<file path="src/hw/rtl/h2ps2_pkg.sv">
// ----------------------------------------------------------------------------
// h2ps2_pkg
// shared constants, code table and sequence helpers for the hid to ps/2
// scancode emitter
// ----------------------------------------------------------------------------
package h2ps2_pkg;

    localparam logic [7:0] BYTE_EXT   = 8'hE0;
    localparam logic [7:0] BYTE_BREAK = 8'hF0;
    localparam logic [7:0] BYTE_E1    = 8'hE1;
    localparam logic [7:0] BYTE_12    = 8'h12;
    localparam logic [7:0] BYTE_7C    = 8'h7C;
    localparam logic [7:0] BYTE_14    = 8'h14;
    localparam logic [7:0] BYTE_77    = 8'h77;
    localparam logic [7:0] BYTE_FF    = 8'hFF;

    localparam logic KIND_MAKE  = 1'b0;
    localparam logic KIND_BREAK = 1'b1;

    // table entry: [9:8] class, [7:0] set 2 code
    typedef logic [9:0] t_code;
    typedef logic [3:0] t_len;
    typedef logic [2:0] t_idx;

    localparam logic [1:0] CLS_PLAIN = 2'd0;
    localparam logic [1:0] CLS_EXT   = 2'd1;
    localparam logic [1:0] CLS_PRINT = 2'd2;
    localparam logic [1:0] CLS_PAUSE = 2'd3;

    localparam t_code CODE_NONE  = 10'h000;
    localparam t_code CODE_PRINT = {CLS_PRINT, 8'h00};
    localparam t_code CODE_PAUSE = {CLS_PAUSE, 8'h00};

    function automatic t_code set2_of_usage(input logic [7:0] usage);
        t_code c;
        c = CODE_NONE;
        case (usage)
            8'h04: c = 10'h01C; 8'h05: c = 10'h032; 8'h06: c = 10'h021; 8'h07: c = 10'h023;
            8'h08: c = 10'h024; 8'h09: c = 10'h02B; 8'h0A: c = 10'h034; 8'h0B: c = 10'h033;
            8'h0C: c = 10'h043; 8'h0D: c = 10'h03B; 8'h0E: c = 10'h042; 8'h0F: c = 10'h04B;
            8'h10: c = 10'h03A; 8'h11: c = 10'h031; 8'h12: c = 10'h044; 8'h13: c = 10'h04D;
            8'h14: c = 10'h015; 8'h15: c = 10'h02D; 8'h16: c = 10'h01B; 8'h17: c = 10'h02C;
            8'h18: c = 10'h03C; 8'h19: c = 10'h02A; 8'h1A: c = 10'h01D; 8'h1B: c = 10'h022;
            8'h1C: c = 10'h035; 8'h1D: c = 10'h01A;
            8'h1E: c = 10'h016; 8'h1F: c = 10'h01E; 8'h20: c = 10'h026; 8'h21: c = 10'h025;
            8'h22: c = 10'h02E; 8'h23: c = 10'h036; 8'h24: c = 10'h03D; 8'h25: c = 10'h03E;
            8'h26: c = 10'h046; 8'h27: c = 10'h045;
            8'h28: c = 10'h05A; 8'h29: c = 10'h076; 8'h2A: c = 10'h066; 8'h2B: c = 10'h00D;
            8'h2C: c = 10'h029; 8'h39: c = 10'h058;
            8'h2D: c = 10'h04E; 8'h2E: c = 10'h055; 8'h2F: c = 10'h054; 8'h30: c = 10'h05B;
            8'h31: c = 10'h05D; 8'h33: c = 10'h04C; 8'h34: c = 10'h052; 8'h35: c = 10'h00E;
            8'h36: c = 10'h041; 8'h37: c = 10'h049; 8'h38: c = 10'h04A;
            8'h64: c = 10'h061;
            8'h3A: c = 10'h005; 8'h3B: c = 10'h006; 8'h3C: c = 10'h004; 8'h3D: c = 10'h00C;
            8'h3E: c = 10'h003; 8'h3F: c = 10'h00B; 8'h40: c = 10'h083; 8'h41: c = 10'h00A;
            8'h42: c = 10'h001; 8'h43: c = 10'h009; 8'h44: c = 10'h078; 8'h45: c = 10'h007;
            8'h46: c = CODE_PRINT; 8'h47: c = 10'h07E; 8'h48: c = CODE_PAUSE;
            8'h49: c = {CLS_EXT, 8'h70}; 8'h4A: c = {CLS_EXT, 8'h6C};
            8'h4B: c = {CLS_EXT, 8'h7D}; 8'h4C: c = {CLS_EXT, 8'h71};
            8'h4D: c = {CLS_EXT, 8'h69}; 8'h4E: c = {CLS_EXT, 8'h7A};
            8'h4F: c = {CLS_EXT, 8'h74}; 8'h50: c = {CLS_EXT, 8'h6B};
            8'h51: c = {CLS_EXT, 8'h72}; 8'h52: c = {CLS_EXT, 8'h75};
            8'h53: c = 10'h077; 8'h54: c = {CLS_EXT, 8'h4A}; 8'h55: c = 10'h07C;
            8'h56: c = 10'h07B; 8'h57: c = 10'h079; 8'h58: c = {CLS_EXT, 8'h5A};
            8'h59: c = 10'h069; 8'h5A: c = 10'h072; 8'h5B: c = 10'h07A; 8'h5C: c = 10'h06B;
            8'h5D: c = 10'h073; 8'h5E: c = 10'h074; 8'h5F: c = 10'h06C; 8'h60: c = 10'h075;
            8'h61: c = 10'h07D; 8'h62: c = 10'h070; 8'h63: c = 10'h071;
            8'h65: c = {CLS_EXT, 8'h2F};
            default: c = CODE_NONE;
        endcase
        return c;
    endfunction

    function automatic t_len seq_len(input logic kind, input t_code code);
        t_len n;
        n = 4'd0;
        if (code == CODE_NONE) begin
            n = 4'd0;
        end else begin
            case (code[9:8])
                CLS_PRINT: n = (kind == KIND_BREAK) ? 4'd6 : 4'd4;
                CLS_PAUSE: n = (kind == KIND_BREAK) ? 4'd0 : 4'd8;
                CLS_EXT:   n = (kind == KIND_BREAK) ? 4'd3 : 4'd2;
                default:   n = (kind == KIND_BREAK) ? 4'd2 : 4'd1;
            endcase
        end
        return n;
    endfunction

    function automatic logic [7:0] seq_byte(input logic kind, input t_code code,
                                            input t_idx idx);
        logic [7:0] b;
        t_idx       p;
        b = code[7:0];
        p = idx;
        case (code[9:8])
            CLS_PRINT: begin
                if (kind == KIND_BREAK) begin
                    case (idx)
                        3'd0: b = BYTE_EXT;   3'd1: b = BYTE_BREAK; 3'd2: b = BYTE_7C;
                        3'd3: b = BYTE_EXT;   3'd4: b = BYTE_BREAK; default: b = BYTE_12;
                    endcase
                end else begin
                    case (idx)
                        3'd0: b = BYTE_EXT; 3'd1: b = BYTE_12;
                        3'd2: b = BYTE_EXT; default: b = BYTE_7C;
                    endcase
                end
            end
            CLS_PAUSE: begin
                case (idx)
                    3'd0: b = BYTE_E1;    3'd1: b = BYTE_14;    3'd2: b = BYTE_77;
                    3'd3: b = BYTE_E1;    3'd4: b = BYTE_BREAK; 3'd5: b = BYTE_14;
                    3'd6: b = BYTE_BREAK; default: b = BYTE_77;
                endcase
            end
            default: begin
                // position in the full e0, f0, code frame
                if (code[9:8] != CLS_EXT) p = p + 3'd1;
                if (kind != KIND_BREAK && p != 3'd0) p = p + 3'd1;
                case (p)
                    3'd0:    b = BYTE_EXT;
                    3'd1:    b = BYTE_BREAK;
                    default: b = code[7:0];
                endcase
            end
        endcase
        return b;
    endfunction

endpackage

</file>
<file path="src/hw/rtl/hid_to_ps2_scancode_emitter.sv">
// ----------------------------------------------------------------------------
// hid_to_ps2_scancode_emitter
// turns usb hid key events into ps/2 scan code set 2 byte sequences
// ----------------------------------------------------------------------------
// input beats: s_axis, tdata = hid_usage[7:0], tuser = kind (0 make, 1 break).
// output beats: m_axis, tdata = scan_byte[7:0], tlast marks the final byte
// of one key event's sequence; events without a set 2 code, and pause
// breaks, give no beat. the usage is looked up in a code rom with a
// registered read; the looked-up entry then drives a byte sequencer that
// walks the event's one to eight bytes, one byte per cycle while the
// receiver does not stall, into an output register; an event passes the
// rom stage and the sequencer, and its bytes the output register, on the
// way to m_axis. the sequencer holds an event until its last byte goes out,
// and an event with no bytes leaves the rom stage without entering it;
// input beats are taken while the previous event is still being sent, so the output can stream without gaps.
// a stalled receiver holds the output register, then the sequencer, then
// the rom stage, and finally deasserts s_axis_tready.
// reset clears all valid flags; nothing is pending after reset.
// ----------------------------------------------------------------------------
module hid_to_ps2_scancode_emitter (
    input  logic       i_clk,
    input  logic       i_rst_n,
    input  logic       s_axis_tvalid,
    output logic       s_axis_tready,
    input  logic [7:0] s_axis_tdata,   // hid_usage[7:0]
    input  logic       s_axis_tuser,   // kind
    output logic       m_axis_tvalid,
    input  logic       m_axis_tready,
    output logic [7:0] m_axis_tdata,   // scan_byte[7:0]
    output logic       m_axis_tlast
);

    // rom read stage
    logic                   r_s1_vld;
    logic                   r_s1_kind;
    h2ps2_pkg::t_code       r_s1_code;
    h2ps2_pkg::t_len        s1_len;

    // sequencer stage
    logic                   r_s2_vld, n_s2_vld;
    logic                   r_s2_kind;
    h2ps2_pkg::t_code       r_s2_code;
    h2ps2_pkg::t_len        r_s2_len;
    h2ps2_pkg::t_idx        r_idx, n_idx;

    // output register
    logic                   r_out_vld;
    logic [7:0]             r_out_byte;
    logic                   r_out_last;

    logic out_free, s2_emit, s2_last, s2_load, s1_take, in_acc;

    assign s1_len   = h2ps2_pkg::seq_len(r_s1_kind, r_s1_code);
    assign out_free = !r_out_vld || m_axis_tready;
    assign s2_emit  = r_s2_vld && out_free;
    assign s2_last  = ({1'b0, r_idx} == (r_s2_len - 4'd1));
    assign s2_load  = r_s1_vld && (s1_len != 4'd0) && (!r_s2_vld || (s2_emit && s2_last));
    assign s1_take  = r_s1_vld && ((s1_len == 4'd0) || s2_load);
    assign s_axis_tready = !r_s1_vld || s1_take;
    assign in_acc   = s_axis_tvalid && s_axis_tready;

    always_comb begin
        n_s2_vld = r_s2_vld;
        n_idx    = r_idx;
        if (s2_emit) begin
            n_idx = r_idx + 3'd1;
            if (s2_last) n_s2_vld = 1'b0;
        end
        if (s2_load) begin
            n_s2_vld = 1'b1;
            n_idx    = 3'd0;
        end
    end

    // code rom, registered read
    always_ff @(posedge i_clk) begin
        if (in_acc) begin
            r_s1_code <= h2ps2_pkg::set2_of_usage(s_axis_tdata);
            r_s1_kind <= s_axis_tuser;
        end
    end

    always_ff @(posedge i_clk) begin
        if (!i_rst_n) begin
            r_s1_vld  <= 1'b0;
            r_s2_vld  <= 1'b0;
            r_idx     <= 3'd0;
            r_out_vld <= 1'b0;
        end else begin
            if (in_acc) begin
                r_s1_vld <= 1'b1;
            end else if (s1_take) begin
                r_s1_vld <= 1'b0;
            end
            r_s2_vld <= n_s2_vld;
            r_idx    <= n_idx;
            if (s2_emit) begin
                r_out_vld <= 1'b1;
            end else if (m_axis_tready) begin
                r_out_vld <= 1'b0;
            end
        end
    end

    always_ff @(posedge i_clk) begin
        if (s2_load) begin
            r_s2_kind <= r_s1_kind;
            r_s2_code <= r_s1_code;
            r_s2_len  <= s1_len;
        end
        if (s2_emit) begin
            r_out_byte <= h2ps2_pkg::seq_byte(r_s2_kind, r_s2_code, r_idx);
            r_out_last <= s2_last;
        end
    end

    assign m_axis_tvalid = r_out_vld;
    assign m_axis_tdata  = r_out_byte;
    assign m_axis_tlast  = r_out_last;

endmodule

</file>
<file path="config.mk">
export PLATFORM = sky130hd
export DESIGN_NAME = hid_to_ps2_scancode_emitter
export DESIGN_NICKNAME = d
export VERILOG_FILES = /design/src/hw/rtl/h2ps2_pkg.sv /design/src/hw/rtl/hid_to_ps2_scancode_emitter.sv
export SDC_FILE = /design/constraint.sdc
export NUM_CORES = 1
export LEC_CHECK = 0
export BUFFER_PORTS_ARGS = -buffer_cell sky130_fd_sc_hd__buf_2
export CAP_MARGIN = 20
export CORE_ASPECT_RATIO = 0.8
export CORE_MARGIN = 5
export CORE_UTILIZATION = 45
export CTS_CLUSTER_DIAMETER = 200
export DETAILED_ROUTE_END_ITERATION = 6
export GPL_TIMING_DRIVEN = 1
export PLACE_DENSITY_LB_ADDON = 0.08
export SETUP_SLACK_MARGIN = 0.2
export SLEW_MARGIN = 20
export SYNTH_ARGS = -nofsm -noshare
export SYNTH_HDL_FRONTEND = slang
export SYNTH_SLANG_ARGS = --single-unit
</file>
<file path="constraint.sdc">
create_clock -name i_clk -period 7.3 [get_ports i_clk]
set_clock_uncertainty 0.15 [all_clocks]
set_input_delay 1.825 -clock i_clk [delete_from_list [all_inputs] [get_ports i_clk]]
set_output_delay 1.825 -clock i_clk [all_outputs]
set_load 0.01 [all_outputs]
</file>
# == Word-level counts from Yosys, hierarchy flattened ==
# Memories as Yosys holds them, arrays and structs flattened. A register that Yosys moved wholly into a read port is not among the register bits.
# Index checks and enable logic that the tools add are counted.
# totals
ff_bits,31
memories,1
romBits,1280
# memory_table
name,words,width,rd,rd_ports_with_merged_regs,write_ports,line,rtl
(no name shown),128,10,1,1,0,h2ps2_pkg.sv:37,case (usage)
# classes
n_reduce_logical,32
bitwise_logic,2
n_mux,25
addsub,3
n_eq_ne,14
# op_table
operator,count
8-bit case mux with 2 select lines,3
8-bit case mux with 3 select lines,2
3-bit 2-to-1 mux,6
2-bit OR reduction,7
4-bit case mux with 3 select lines,1
10-bit zero test,1
3-bit equality test (second input constant),3
2-bit equality test (second input constant),4
1-bit 2-to-1 mux,8
4-bit 2-to-1 mux,2
8-bit 2-to-1 mux,1
2-bit nonzero test,4
1-bit logical AND,7
3-bit by 1-bit adder with 3-bit output (second input constant),2
3-bit by 1-bit equality test with 1-bit output (second input constant),2
3-bit by 2-bit equality test with 1-bit output (second input constant),2
3-bit zero test,2
3-bit by 4-bit equality test with 1-bit output,1
4-bit zero test,1
1-bit logical OR,4
2-bit 2-to-1 mux,2
4-bit nonzero test,1
4-bit by 1-bit subtractor with 4-bit output (second input constant),1
1-bit zero test,3
other kinds (5),6

# == Depth between registers and ports, before layout ==
# Gate-level depths: netlist of run 1.
# depth
depth_word,12
ltp_mapped,12
ltp_nobuf,11

# == Worst setup path before layout of run 1 ==
# Ideal clock, no wire load.
# synth_path
path_kind,in2out
from,in m_axis_tready
to,out s_axis_tready
arrival_time_ps,2550
path_stages,4
path_slack_ps,2775
path_buffers,0
t_required_ps,5325
cell_sequence,nand2b_1 > a41oi_1 > nor2b_2 > inv_1
# synth_via
elab_chain_cells,8
# synth_lines
element,line,rtl
start: declaration,hid_to_ps2_scancode_emitter.sv:28,"input logic m_axis_tready,"
1-bit logical OR,hid_to_ps2_scancode_emitter.sv:54,assign out_free = !r_out_vld || m_axis_tready;
1-bit logical AND,hid_to_ps2_scancode_emitter.sv:55,assign s2_emit = r_s2_vld && out_free;
1-bit logical AND,hid_to_ps2_scancode_emitter.sv:57,assign s2_load = r_s1_vld && (s1_len != 4'd0) && (!r_s2_vld || (s2_emit && s2_last));
1-bit logical OR,hid_to_ps2_scancode_emitter.sv:57,
1-bit logical AND,hid_to_ps2_scancode_emitter.sv:57,
1-bit logical OR,hid_to_ps2_scancode_emitter.sv:58,assign s1_take = r_s1_vld && ((s1_len == 4'd0) || s2_load);
1-bit logical AND,hid_to_ps2_scancode_emitter.sv:58,
1-bit logical OR,hid_to_ps2_scancode_emitter.sv:59,assign s_axis_tready = !r_s1_vld || s1_take;
end: declaration,hid_to_ps2_scancode_emitter.sv:24,"output logic s_axis_tready,"
# No other way between the ends.

# == Worst setup path after layout of run 1 ==
# Ends and elaborated chain as after synthesis.

==> results of run 1 <==
flip-flops by register name (all words and copies together) (netlist names):
name / flops
m_axis_tvalid: 1
r_s2_vld: 1
r_s2_code: 10
m_axis_tlast: 1
m_axis_tdata: 8
r_s2_len: 4
r_s1_kind: 1
r_s2_kind: 1
r_s1_code: 10
r_s1_vld: 1
r_idx: 3
power groups by stage:
stage	combinational [mW]	clock [mW]	sequential [mW]
global placement	0.152	0	0.288
CTS	0.152	0.146	0.283
detailed placement	0.152	0	0.288
floorplan	0.118	0	0.286
global route	0.171	0.157	0.285
finish	0.155	0.142	0.283
through the flow:
stage                     total power [mW]  utilization, %  hold WS [ns]  setup WS, ns
after floorplan                     0.4038               -        0.2669         2.775
after global placement              0.4398           47.77        0.2774         2.543
after detailed placement            0.4401           47.80        0.2827         2.464
after CTS                           0.5816           48.88        0.3000         2.457
after global routing                0.6131           48.88        0.3144         2.364
final                               0.5793           48.88        0.2986         2.466
worst paths after layout:
check	startpoint	to	slack, ns	depth (start not counted)
worst max-delay path	m_axis_tready	s_axis_tready	2.47	6
worst min register to register	r_s1_code[1]	r_s2_code[1]	0.30	0
worst max register to register	r_s1_code[5]	r_s1_code[0]	4.44	5
worst min-delay path	r_s1_code[1]	r_s2_code[1]	0.30	0
cell usage after synthesis, types with 3 or more instances:
cell / number / share of area [%]
edfxtp_1: 35 / 30
nand2_1: 34 / 3.7
nor2_1: 33 / 3.6
a21oi_1: 28 / 4.0
ha_1: 20 / 7.2
inv_1: 20 / 2.2
o21ai_0: 17 / 2.4
clkbuf_1: 16 / 1.7
nand2b_1: 14 / 2.5
nand3_1: 12 / 1.7
nor3_1: 11 / 1.6
o211ai_1: 10 / 2.2
buf_2: 9 / 1.3
a311oi_1: 8 / 2.0
a211oi_1: 7 / 1.5
xnor2_1: 7 / 1.8
a31oi_1: 6 / 1.1
dfxtp_1: 6 / 3.5
nor2b_1: 6 / 1.1
nor4_1: 5 / 0.90
o221ai_1: 5 / 1.3
a21boi_0: 4 / 0.86
a21o_1: 4 / 0.86
buf_6: 4 / 1.3
o22ai_1: 4 / 0.72
a2111oi_0: 3 / 0.76
inv_2: 3 / 0.32
nor3b_1: 3 / 0.65
or4_1: 3 / 0.65
metal layers:
metal / global-route usage, % / wire length, µm / up-vias
met5: 0 / 0 / -
met4: 4.128 / 93 / 0
met3: 6.127 / 949 / 13
met2: 25.56 / 3484 / 153
met1: 29.86 / 4259 / 1403
li1: - / - / 1474
final cells by class:
cell class	instances	area (µm²)	share of cell area, %
multi-input cells	300	2063	56.57
flip-flops and latches	41	1171	32.11
well taps	105	131.4	3.602
repair buffers	23	115.1	3.156
inverters	23	86.33	2.367
clock buffers	7	76.32	2.093
clock inverters	1	3.754	0.1029
kinds of logic (layout without fill, tap and decap cells):
logic type	after synthesis	count (layout)	share of synthesized area, %
fa+ha+maj	20	20	7.199
buf+inv	53	54	7.019
flops	41	41	33.69
xor+xnor	9	9	2.268
simple gates	139	139	20.77
mux	6	6	2.880
compound gates	126	126	26.17
==> metrics, run 1 <==
status=completed; Root Driver=clkbuf_8; Worst Setup End Kind=output port; crit path max fanout=5; PwrDens=158.8 nW/µm²; area post-placement=3567 µm²; CTS tree=done; Yosys warnings=0; final setup TNS=0 ns; CTS Hold Bufs=0; DP HPWL=6338 µm; Hold Crit Class=flop to flop; RSZ-0062 raised after global routing=no; core area=7462 µm²; placed insts=492; Via density=6.086; fraction of registers with async set/reset=0%; Comb power frac=26.7%; Net Count, Synth=427; relative max-transition margin=34.10%; post-synthesis register bit count=41; CTS sink cnt=41; Tightest Pin Transition=0.9864 ns; Fill cells=712; post-CTS setup buffers=0; Buf/Inv on CP=3; ant diodes=0; area grow syn2layout=4.932%; Final ANT Viol Nets=0; clock latency on the worst-skew pair=0.29 ns; Netlist Area Pre-Place=3476 µm²; commonest non-fill, non-tap cell in the layout=edfxtp_1; CP cell instances=buf_2 -> nand2b_1 -> a41oi_1 -> nor2b_2 -> inv_1 -> buf_2; Reg clk slew, reported paths=0.07 ns; Num CTS Buffers=5; Die X=108.3 µm; die area=9593 µm²; Final Max Tran Viols=0; Critical-path top delay cell=a41oi_1; Post-synth top flop=edfxtp_1; Starting Density=46.58%; startpoint types=primary input; Max clock buf depth=2; gr usage total=19.19%; Syn Inst Count=394; crit share post-route=66.21%; via count=3043; routed wire length per instance=17.57 µm; Crit path max-delay family=simple AND/OR/NAND/NOR gates; layout cells sized above 1=13.16%; Syn Area/Cell=8.822 µm²; commonest non-fill, non-tap cells in the layout=edfxtp_1, nand2_1, nor2_1, a21oi_1, buf_2; VDD IR max=0.1101 mV; post-CTS resize count=0; first-pass GRT wire length=14240 µm; crit path time final=4.834 ns; row count=28; Switching Fraction=31.37%; drt drc=0; largest net degree at the start of global routing=56; GR Overflow Total=0; Max Clock Freq=206.9 MHz; vias in the first global route=2719; CP max stage delay=0.33 ns; number of port buffers=23; drt initial violations=408; final count of negative-setup-slack endpoints=0; Top Ports=24; Final Instance Area=3647 µm²; Pint=0.3975 mW; Post-synth EDFFs=35; initial antenna violation count=0; WP data required=5.33 ns; Routed WL=8787 µm; Die H=88.61 µm; clock power share=24.4%; sequential fraction of design power=48.9%; sequential area share after synthesis=33.69%; Layout Nets=427; H-tree depth=2; P_sw=0.1817 mW; max-cap check violation count=0; Initial DRT Pass Iterations=5; Final Hold Viols=0; Finished Layout Cells=500; CP most frequent cell=buf_2; LEAKAGE=1.317 nW; Yosys cell types=70; kind of critical path=primary input to output port; Worst EP arrival=2.86 ns; Placer Congestion=0.9359
Note: power is estimated with default switching activity, not from simulation.
==> run 2: changes to the inputs <==
--- a/config.mk
+++ b/config.mk
@@ -5,6 +5,7 @@
 export SDC_FILE = /design/constraint.sdc
 export NUM_CORES = 1
 export LEC_CHECK = 0
+export ABC_AREA = 1
 export BUFFER_PORTS_ARGS = -buffer_cell sky130_fd_sc_hd__buf_2
 export CAP_MARGIN = 20
 export CORE_ASPECT_RATIO = 0.8
==> constraint.sdc (replaced) <==
create_clock -name i_clk -period 4 [get_ports i_clk]
set_clock_uncertainty 0.15 [all_clocks]
set_input_delay 1 -clock i_clk [delete_from_list [all_inputs] [get_ports i_clk]]
set_output_delay 1 -clock i_clk [all_outputs]
set_load 0.01 [all_outputs]
==> run 2 against run 1 <==
  * Highest routed layer is now met5
  * Synthesized area fell by 5.4%
  * Synthesized cell count increased by 20%
  * Register-to-register slack worse by 3.1 ns
  * Cell count increased by 16%
  * Cell area is 1.6% lower
  * Sequential share of layout area up 0.51 points
  * Sequential power up 81%
  * Routed wire length rose by 4.0%
==> metrics, run 2 <==
Die X=105.6 µm; drt initial violations=411; die area=9124 µm²; Post-synth top flop=edfxtp_1; DP HPWL=7070 µm; final setup TNS=0 ns; area grow syn2layout=9.212%; CP most frequent cell=buf_2; ant diodes=0; H-tree depth=2; Hold Crit Class=flop to flop; startpoint types=primary input; CTS Hold Bufs=0; Initial DRT Pass Iterations=5; VDD IR max=0.2055 mV; LEAKAGE=1.681 nW; Top Ports=24; initial antenna violation count=1; status=completed; Syn Area/Cell=6.949 µm²; Starting Density=47.00%; Num CTS Buffers=5; Netlist Area Pre-Place=3287 µm²; routed wire length per instance=15.75 µm; Final Instance Area=3590 µm²; via count=3282; grt met2 use=24.54%; CTS sink cnt=41; clock latency on the worst-skew pair=0.29 ns; cell taking the most area after synthesis=edfxtp_1; Tightest Pin Transition=0.6028 ns; post-CTS setup buffers=0; row count=27; largest net degree at the start of global routing=26; core area=6993 µm²; Die H=86.44 µm; first-pass GRT wire length=14540 µm; commonest non-fill, non-tap cell in the layout=nand2_1; M3 GR Usage=8.488%; fraction of registers with async set/reset=0%; kind of critical path=primary input to output port; Yosys warnings=0; relative max-transition margin=59.77%; CTS tree=done; GRT Max-Usage Layer=met1; GR Overflow Total=0; vias in the first global route=2881; WP data required=2.85 ns; Net Count, Synth=506; max-cap check violation count=0; top post-synthesis cells by count=nand2_1, inv_1, nor2_1; Placer Congestion=1.024; Synth area leaders=edfxtp_1, nand2_1, ha_1; final count of negative-setup-slack endpoints=0; gr usage total=20.11%; crit share post-route=75.11%; PwrDens=323.2 nW/µm²; top-count cell post-synth=nand2_1; Final Max Tran Viols=0; met1 Usage GRT=32.39%; Final ANT Viol Nets=0; Worst EP arrival=1.85 ns; Routed WL=9135 µm; Root Driver=clkbuf_8; crit path max fanout=15; sequential area share after synthesis=35.63%; drt drc=0; CP cell instances=buf_2 -> inv_1 -> a21oi_2 -> buf_4 -> nand4_1 -> nand3_1 -> buf_2; Reg clk slew, reported paths=0.08 ns; commonest non-fill, non-tap cells in the layout=nand2_1, inv_1, nor2_1, nand3_1, edfxtp_1; crit path time final=3.004 ns; layout cells sized above 1=9.128%; Final Hold Viols=0; Post-synth EDFFs=35; post-synthesis register bit count=41; Critical-path top delay cell=buf_4; number of port buffers=23; area post-placement=3456 µm²; Max clock buf depth=2; Yosys cell types=39; post-CTS resize count=0; RSZ-0062 raised after global routing=no; Worst Setup End Kind=output port; Layout Nets=525; Max Clock Freq=332.8 MHz; Via density=5.659; Syn Inst Count=473; top cell type's share of synthesized area=31.98%; CP max stage delay=0.23 ns
## run 2: area by class of cell
class | instances | area [µm²]
Tap cell | 87 | 108.9
Fill cell | 679 | 3403
Multi-Input combinational cell | 358 | 1821
Timing Repair Buffer | 24 | 122.6
Clock inverter | 3 | 65.06
Inverter | 62 | 232.7
Clock buffer | 5 | 68.82
Sequential cell | 41 | 1171
## run 2: metrics by stage
step	hold slack [ns]	worst slack, ns	std cells	util [%]	power [mW]
6_report	0.3085	0.9956	580	51.33	1.160
3_3_place_gp	0.2889	0.9893	572	49.42	0.7806
4_1_cts	0.3121	0.9823	580	51.33	1.161
3_5_place_dp	0.2911	0.9771	572	49.42	0.7738
2_1_floorplan	0.2772	1.002	473	-	0.7000
5_1_grt	0.3277	0.8983	580	51.33	1.222
## run 2: critical path: cells and delay by family
| family | cells | cell delay (ns) |
|---|---|---|
| AO/OA/AOI/OAI | 1 | 0.10 |
| buffers and inverters | 4 | 0.48 |
| AND/OR/NAND/NOR | 2 | 0.26 |
## run 2: path summary, 6_finish.rpt
check	from	end	slack, ns	cells after the start
setup / recovery	m_axis_tready	s_axis_tready	1.0	7
hold reg to reg	r_s1_code[6]	r_s2_code[6]	0.31	0
setup reg to reg	r_idx[0]	m_axis_tdata[7]	1.39	15
hold / removal	r_s1_code[6]	r_s2_code[6]	0.31	0
## run 2: power breakdown
group / total [mW] / internal, mW / switching (mW)
Combinational: 0.260 / 0.0809 / 0.179
Clock: 0.387 / 0.248 / 0.139
Sequential: 0.513 / 0.497 / 0.0163
Total: 1.16 / 0.826 / 0.335
## run 2: logic make-up (layout without fill, tap and decap cells)
| logic type | count (synthesis) | count (layout) | synth area share (%) |
|---|---|---|---|
| xor gates and xnor gates | 4 | 4 | 1.066 |
| adders and majority gates | 20 | 20 | 7.613 |
| buffers and inverters | 74 | 94 | 8.984 |
| DFF | 41 | 41 | 35.63 |
| and+or+nand+nor | 248 | 248 | 31.71 |
| AOI/OAI and AO/OA | 86 | 86 | 15.00 |
## run 2: routing by layer
layer  part of all wire, %  wire (µm)
met1                    49       4492
met2                    36       3243
met3                    14       1308
met4                  0.72         66
met5                  0.26         24
